### src/spq_pkg.sv
// ----------------------------------------------------------------------------
// spq_pkg
// Shared constants, types and helpers for the sorted priority queue.
// ----------------------------------------------------------------------------
package spq_pkg;

  localparam int CAPACITY  = 16;
  localparam int IDX_W     = (CAPACITY > 1) ? $clog2(CAPACITY) : 1;
  localparam int CNT_W     = $clog2(CAPACITY + 1);
  localparam int VAL_W     = 32;
  localparam int CMP_W     = 5;
  localparam int COUNT_MAX = 31;
  localparam int SAT_W     = (CNT_W > CMP_W) ? CNT_W : CMP_W;

  localparam logic MODE_INSERT = 1'b0;
  localparam logic MODE_REMOVE = 1'b1;

  typedef enum logic [2:0] {
    ST_IDLE,
    ST_REM,
    ST_WALK,
    ST_PLACE,
    ST_DONE
  } state_t;

  typedef struct packed {
    logic              now_empty;
    logic              insert_dropped;
    logic [CMP_W-1:0]  compare_count;
    logic              removed_valid;
    logic [VAL_W-1:0]  removed_value;
  } res_t;

  // head + offset, wrapped into the circular store
  function automatic logic [IDX_W-1:0] wrap_add(input logic [IDX_W-1:0] head,
                                                input logic [IDX_W-1:0] off);
    logic [IDX_W:0] sum;
    sum = {1'b0, head} + {1'b0, off};
    if (sum >= (IDX_W + 1)'(CAPACITY)) begin
      sum = sum - (IDX_W + 1)'(CAPACITY);
    end
    return sum[IDX_W-1:0];
  endfunction

  function automatic logic [CMP_W-1:0] sat_cmp(input logic [CNT_W-1:0] c);
    logic [SAT_W-1:0] ext;
    ext = SAT_W'(c);
    if (ext > SAT_W'(COUNT_MAX)) begin
      ext = SAT_W'(COUNT_MAX);
    end
    return ext[CMP_W-1:0];
  endfunction

endpackage

### src/spq_ctrl.sv
// ----------------------------------------------------------------------------
// spq_ctrl
// Sequencer and entry store. Entries sit in a circular buffer memory; an
// insert walks from the tail down, moving larger-or-equal entries up one slot.
// ----------------------------------------------------------------------------
module spq_ctrl (
  input  logic                         clk,
  input  logic                         rst_n,
  input  logic                         in_valid,
  output logic                         in_ready,
  input  logic                         in_mode,
  input  logic signed [spq_pkg::VAL_W-1:0] in_value,
  input  logic                         out_free,
  output logic                         res_valid,
  output spq_pkg::res_t                res
);

  spq_pkg::state_t state_r, state_nxt;

  logic signed [spq_pkg::VAL_W-1:0] val_r, val_nxt;
  logic [spq_pkg::IDX_W-1:0] head_r, head_nxt;
  logic [spq_pkg::CNT_W-1:0] count_r, count_nxt;
  logic [spq_pkg::IDX_W-1:0] k_r, k_nxt;
  spq_pkg::res_t res_r, res_nxt;

  logic [spq_pkg::VAL_W-1:0] mem [spq_pkg::CAPACITY];
  logic [spq_pkg::VAL_W-1:0] rd_q;
  logic                      we;
  logic [spq_pkg::IDX_W-1:0] wa;
  logic [spq_pkg::VAL_W-1:0] wd;
  logic [spq_pkg::IDX_W-1:0] ra;

  logic                      accept;
  logic                      full;
  logic                      empty;
  logic [spq_pkg::CNT_W-1:0] cnt_m1;
  logic [spq_pkg::CNT_W-1:0] cnt_p1;
  logic [spq_pkg::IDX_W-1:0] k_p1;
  logic                      rd_less;
  logic                      at_tail;

  assign accept   = in_valid && in_ready;
  assign full     = (count_r == spq_pkg::CNT_W'(spq_pkg::CAPACITY));
  assign empty    = (count_r == '0);
  assign cnt_m1   = count_r - spq_pkg::CNT_W'(1);
  assign cnt_p1   = count_r + spq_pkg::CNT_W'(1);
  assign k_p1     = k_r + spq_pkg::IDX_W'(1);
  assign rd_less  = ($signed(rd_q) < val_r);
  assign at_tail  = (spq_pkg::CNT_W'(k_r) == cnt_m1);

  always_ff @(posedge clk) begin
    if (we) begin
      mem[wa] <= wd;
    end
    rd_q <= mem[ra];
  end

  // next state
  always_comb begin
    state_nxt = state_r;
    case (state_r)
      spq_pkg::ST_IDLE: begin
        if (accept) begin
          if (in_mode == spq_pkg::MODE_REMOVE) begin
            state_nxt = empty ? spq_pkg::ST_DONE : spq_pkg::ST_REM;
          end else if (full || empty) begin
            state_nxt = spq_pkg::ST_DONE;
          end else begin
            state_nxt = spq_pkg::ST_WALK;
          end
        end
      end
      spq_pkg::ST_REM:   state_nxt = spq_pkg::ST_DONE;
      spq_pkg::ST_WALK: begin
        if (rd_less) begin
          state_nxt = spq_pkg::ST_DONE;
        end else if (k_r == '0) begin
          state_nxt = spq_pkg::ST_PLACE;
        end
      end
      spq_pkg::ST_PLACE: state_nxt = spq_pkg::ST_DONE;
      spq_pkg::ST_DONE: begin
        if (out_free) begin
          state_nxt = spq_pkg::ST_IDLE;
        end
      end
      default:  state_nxt = spq_pkg::ST_IDLE;
    endcase
  end

  // outputs and datapath
  always_comb begin
    in_ready  = (state_r == spq_pkg::ST_IDLE);
    res_valid = (state_r == spq_pkg::ST_DONE);
    res       = res_r;
    val_nxt   = val_r;
    head_nxt  = head_r;
    count_nxt = count_r;
    k_nxt     = k_r;
    res_nxt   = res_r;
    we        = 1'b0;
    wa        = head_r;
    wd        = val_r;
    ra        = head_r;
    case (state_r)
      spq_pkg::ST_IDLE: begin
        if (accept) begin
          val_nxt = in_value;
          res_nxt = '0;
          if (in_mode == spq_pkg::MODE_REMOVE) begin
            res_nxt.now_empty = empty;
          end else if (full) begin
            res_nxt.insert_dropped = 1'b1;
          end else if (empty) begin
            we        = 1'b1;
            wa        = head_r;
            wd        = in_value;
            count_nxt = cnt_p1;
          end else begin
            k_nxt = cnt_m1[spq_pkg::IDX_W-1:0];
            ra    = spq_pkg::wrap_add(head_r, cnt_m1[spq_pkg::IDX_W-1:0]);
          end
        end
      end
      spq_pkg::ST_REM: begin
        res_nxt.removed_value = rd_q;
        res_nxt.removed_valid = 1'b1;
        res_nxt.now_empty     = (count_r == spq_pkg::CNT_W'(1));
        head_nxt              = spq_pkg::wrap_add(head_r, spq_pkg::IDX_W'(1));
        count_nxt             = cnt_m1;
      end
      spq_pkg::ST_WALK: begin
        we = 1'b1;
        wa = spq_pkg::wrap_add(head_r, k_p1);
        if (rd_less) begin
          wd                    = val_r;
          count_nxt             = cnt_p1;
          // no stopping compare when the value lands past the tail
          res_nxt.compare_count = spq_pkg::sat_cmp(spq_pkg::CNT_W'(k_r)
                                    + (at_tail ? spq_pkg::CNT_W'(1)
                                               : spq_pkg::CNT_W'(2)));
        end else begin
          wd = rd_q;
          if (k_r != '0) begin
            k_nxt = k_r - spq_pkg::IDX_W'(1);
            ra    = spq_pkg::wrap_add(head_r, k_r - spq_pkg::IDX_W'(1));
          end
        end
      end
      spq_pkg::ST_PLACE: begin
        we                    = 1'b1;
        wa                    = head_r;
        wd                    = val_r;
        count_nxt             = cnt_p1;
        res_nxt.compare_count = spq_pkg::sat_cmp(spq_pkg::CNT_W'(1));
      end
      spq_pkg::ST_DONE: ;
      default: ;
    endcase
  end

  always_ff @(posedge clk) begin
    if (!rst_n) begin
      state_r <= spq_pkg::ST_IDLE;
      head_r  <= '0;
      count_r <= '0;
    end else begin
      state_r <= state_nxt;
      head_r  <= head_nxt;
      count_r <= count_nxt;
    end
  end

  always_ff @(posedge clk) begin
    val_r <= val_nxt;
    k_r   <= k_nxt;
    res_r <= res_nxt;
  end

  a_count_bound: assert property (@(posedge clk) disable iff (!rst_n)
    count_r <= spq_pkg::CNT_W'(spq_pkg::CAPACITY))
    else $error("entry count above capacity");

  a_walk_nonempty: assert property (@(posedge clk) disable iff (!rst_n)
    (state_r == spq_pkg::ST_WALK) |->
      (count_r != '0) && (spq_pkg::CNT_W'(k_r) < count_r))
    else $error("walk with no stored entry");

  a_rem_dec: assert property (@(posedge clk) disable iff (!rst_n)
    (state_r == spq_pkg::ST_REM) |=> (count_r == $past(cnt_m1)))
    else $error("remove did not decrement count");

  a_done_release: assert property (@(posedge clk) disable iff (!rst_n)
    (state_r == spq_pkg::ST_DONE && out_free) |=> (state_r == spq_pkg::ST_IDLE))
    else $error("result handoff did not return to idle");

endmodule

### src/spq_obuf.sv
// ----------------------------------------------------------------------------
// spq_obuf
// Output register: holds one result transaction until the sink takes it.
// ----------------------------------------------------------------------------
module spq_obuf (
  input  logic          clk,
  input  logic          rst_n,
  input  logic          ld_valid,
  input  spq_pkg::res_t ld_res,
  output logic          free,
  output logic          out_valid,
  input  logic          out_ready,
  output spq_pkg::res_t out_res
);

  logic          valid_r, valid_nxt;
  spq_pkg::res_t res_r, res_nxt;

  assign free      = !valid_r || out_ready;
  assign out_valid = valid_r;
  assign out_res   = res_r;

  always_comb begin
    valid_nxt = valid_r;
    res_nxt   = res_r;
    if (free) begin
      valid_nxt = ld_valid;
      if (ld_valid) begin
        res_nxt = ld_res;
      end
    end
  end

  always_ff @(posedge clk) begin
    if (!rst_n) begin
      valid_r <= 1'b0;
    end else begin
      valid_r <= valid_nxt;
    end
  end

  always_ff @(posedge clk) begin
    res_r <= res_nxt;
  end

endmodule

### src/sorted_priority_queue_top.sv
// ----------------------------------------------------------------------------
// sorted_priority_queue_top
// Priority queue of signed 32-bit values kept in ascending order.
// ----------------------------------------------------------------------------
// Channel  Dir  Signals                       Transaction
// in       in   in_tvalid/tready/tdata/tuser  tuser: mode, tdata: value
// out      out  out_tvalid/tready/tdata       one result per input
//
// Remove from a non-empty queue reads the head entry in the REM state.
// Remove from an empty queue, insert into an empty or full queue: no memory walk.
// Insert otherwise walks down over the stored entries not smaller than the value;
// the walk moves one entry per cycle through the single-port-pair memory.
// Reset clears the count and head pointer; store contents are not cleared.
// A stalled output holds the finished result; the next transaction is taken
// while it waits, and its own result waits for the output register to free.
// ----------------------------------------------------------------------------
module sorted_priority_queue_top (
  input  logic        clk,
  input  logic        rst_n,
  input  logic        in_tvalid,
  output logic        in_tready,
  input  logic [31:0] in_tdata,   // [31:0] value
  input  logic        in_tuser,   // [0] mode
  output logic        out_tvalid,
  input  logic        out_tready,
  output logic [39:0] out_tdata   // [31:0] removed_value, [32] removed_valid,
                                  // [37:33] compare_count, [38] insert_dropped,
                                  // [39] now_empty
);

  logic          res_valid;
  logic          out_free;
  spq_pkg::res_t res;
  spq_pkg::res_t out_res;

  spq_ctrl u_ctrl (
    .clk       (clk),
    .rst_n     (rst_n),
    .in_valid  (in_tvalid),
    .in_ready  (in_tready),
    .in_mode   (in_tuser),
    .in_value  ($signed(in_tdata)),
    .out_free  (out_free),
    .res_valid (res_valid),
    .res       (res)
  );

  spq_obuf u_obuf (
    .clk       (clk),
    .rst_n     (rst_n),
    .ld_valid  (res_valid),
    .ld_res    (res),
    .free      (out_free),
    .out_valid (out_tvalid),
    .out_ready (out_tready),
    .out_res   (out_res)
  );

  assign out_tdata = out_res;

endmodule

### config.mk
export PLATFORM = sky130hd
export DESIGN_NAME = sorted_priority_queue_top
export DESIGN_NICKNAME = d
export VERILOG_FILES = /design/src/spq_pkg.sv /design/src/spq_ctrl.sv /design/src/spq_obuf.sv /design/src/sorted_priority_queue_top.sv
export SDC_FILE = /design/constraint.sdc
export NUM_CORES = 1
export LEC_CHECK = 0
export BUFFER_PORTS_ARGS = -buffer_cell sky130_fd_sc_hd__buf_2
export CAP_MARGIN = 20
export CORE_MARGIN = 4
export CORE_UTILIZATION = 40
export CTS_CLUSTER_DIAMETER = 40
export DETAILED_ROUTE_END_ITERATION = 12
export HOLD_SLACK_MARGIN = 0.03
export SLEW_MARGIN = 20
export SYNTH_ARGS = -nofsm -noshare
export SYNTH_HDL_FRONTEND = slang
export SYNTH_SLANG_ARGS = --single-unit
### constraint.sdc
create_clock -name clk -period 5.85 [get_ports clk]
set_input_delay 0.585 -clock clk [delete_from_list [all_inputs] [get_ports clk]]
set_output_delay 0.585 -clock clk [all_outputs]
set_load 0.1 [all_outputs]
==> flow_summary.ini <==
[status]
outcome = complete, no violations

[clock_network]
cts.repair.resized = 0
cts.sinks = 673
postCtsSetupBuffers = 0
cts_max_level = 3
cts_buffer_depth = 3
clk_pin_slew_ps = 50
clk_latency_ps = 650
cts_buffers = 100
ctsRootBufferMaster = clkbuf_16
ctsHoldBuffers = 0
cts_tree = yes

[sta]
tightest_slew_ps = 1110
setup_viol = 0
hold_ws_ps = 145
slew_violations = 0
relSlewSlack = 0.259
min_period_over_period = 0.833
clock.fmax_mhz = 205
hold_viol_final = 0
min_period_ps = 4880
rsz0062_at_grt = no
finClkSkew_ps = 29.9

[setup_path]
r2r-start = u_ctrl.val_r[31]$_DFFE_PP_
r2r-end = u_ctrl.rd_q[12]$_DFF_P_
reg2reg_depth = 11
crit_path_end_kind = register
required_ps = 6370
criticalPathCategory = reg2reg
endpoint = u_ctrl.rd_q[12]$_DFF_P_
worstPathMaxFanout = 45
startpoint = u_ctrl.val_r[31]$_DFFE_PP_
critPathLaunchType = register
rrSetupSlack_ps = 970
arrival_ps = 5390

[die]
core-area_um2 = 66000
die-width_um = 266
num_io_pins = 79
die_h_um = 266
start_util = 0.405
rows = 94
die_area_um2 = 71000

[yosys]
ys_ff_latch = 673
syn_area_um2 = 26700
synthCells = 1438
ys.flop_type = edfxtp_1
synth_edf_count = 628
synth.distinct_cells = 54
synth.avg_cell_area_um2 = 18.6
yosysWarnings = 0
synth_top_area_frac = 0.706
synth_top_cells_by_area = edfxtp_1 71%, mux4_2 11%, dfxtp_1 3.4%, ha_1 2.2%, a22oi_1 1.8%
async_flop_share = 0
yosysTopAreaCell = edfxtp_1
yosysSeqAreaShare = 0.740
synth_fp_nets = 1526

[worst_hold_path]
hold_class = in2reg
min_from = in_tdata[13]
holdPathStages = 1

[detailed_routing]
ant_nets = 0
wl_per_cell_um = 25.3
drcViolationCount = 0
viasPerCell = 5.53
vias = 14100
drtIter0Drc = 1449
drt_wl_total_um = 64500
drtPass1Iterations = 5

[power]
p_leak_nw = 11.0
vdd_ir_drop_max_mv = 0.257
power.density_nw_per_um2 = 530

[global_routing]
antenna_found_initial = 3
track_usage = 0.184
grt_pass1_vias = 14500
grt_max_degree = 84
grt_pass1_wl_um = 95600
grt_overflow = 0

[layout]
layout_commonest_cell = edfxtp_1
num_antenna_cells = 0
fillers = 5398
fin_cells = 2548
area_growth_pct = 20.5
fin_util = 0.488
drive_gt1_frac = 0.279
finalNetCount = 1688
final_cell_mix = 628 x edfxtp_1, 128 x mux4_2, 103 x clkbuf_16
stdcell_area_um2 = 32200

[placed_design]
dp.final_hpwl_um = 35400
globalplace.congestion = 0.801
dpl_cell_area_um2 = 28500
dp_cells = 2357
port-buffer-count = 78

[flow_run]
maxCapViolCount = 0
## layer usage
layer	global-route usage	up-vias	routed length (um)
li1	-	6091	-
met1	0.257	7346	27500
met2	0.290	510	30700
met3	0.0352	131	4350
met4	0.0670	0	1970
met5	0	-	0
## synthesized netlist by cell type (5+ instances only)
library cell	number
a21oi_1	69
a22oi_1	65
and2_1	38
buf_1	6
buf_4	6
buf_6	8
clkbuf_1	43
dfxtp_1	45
edfxtp_1	628
ha_1	47
inv_1	42
mux2i_1	36
mux4_2	128
nand2_1	64
nand2b_1	5
nand3_1	5
nand4_1	8
nor2_1	76
nor3_1	6
nor3b_1	5
nor4_1	6
o21ai_0	11
xnor2_1	17
xor2_1	11
## registers in the layout, indices dropped and copies added, names as in the netlist, 4 cells and up
register	flops
u_ctrl.rd_q	32
u_obuf.out_res	40
u_ctrl.res	40
u_ctrl.mem	512
u_ctrl.head_r	4
u_ctrl.val_r	32
u_ctrl.count_r	5
u_ctrl.k_r	4
## logic make-up after synthesis
group	Yosys count	synth area share
flops	673	0.740
simple gates	231	0.0413
compound gates	177	0.0430
mux	168	0.123
buf+inv	110	0.0187
fa+ha+maj	51	0.0250
xor+xnor	28	0.00918
## worst min-delay path by stage
stage,to
3_5_place_dp,u_obuf.out_res[8]$_DFFE_PP_
4_1_cts,u_ctrl.val_r[13]$_DFFE_PP_
3_3_place_gp,u_obuf.out_res[1]$_DFFE_PP_
2_1_floorplan,u_obuf.out_res[0]$_DFFE_PP_
5_1_grt,u_ctrl.val_r[11]$_DFFE_PP_
6_report,u_ctrl.val_r[13]$_DFFE_PP_
## where the power goes
part	internal (mW)	switching, mW
clock network	4.23	2.20
registers	6.22	0.269
logic	1.48	2.68
## worst max-delay path: stages (launching register included)
cell	delay, ps
edfxtp_1	390
inv_1	80
ha_1	390
nand4_1	310
or4_1	790
a311oi_1	770
nor3_2	210
o211ai_1	410
buf_4	650
mux4_2	410
a22oi_1	230
nand2_1	90
## per-stage QoR
stage          power, mW  setup TNS [ps]  setup slack (ps)
5_1_grt             17.8               0               680
6_report            17.1               0               975
3_5_place_dp        10.8               0               965
2_1_floorplan       9.56          -23140              -192
4_1_cts             17.2               0               961
3_3_place_gp        10.7               0              1010
## final cells by class
| class | instances | area (um2) | share of cell area |
|---|---|---|---|
| tap | 864 | 1080 | 0.0336 |
| sequential | 673 | 19800 | 0.614 |
| clock buffer | 119 | 2690 | 0.0835 |
| timing repair buffer | 127 | 893 | 0.0277 |
| clock inverter | 67 | 960 | 0.0298 |
| multi-input combinational | 655 | 6660 | 0.207 |
| inverter | 43 | 161 | 0.00501 |
(Power assumes the default switching activity.)
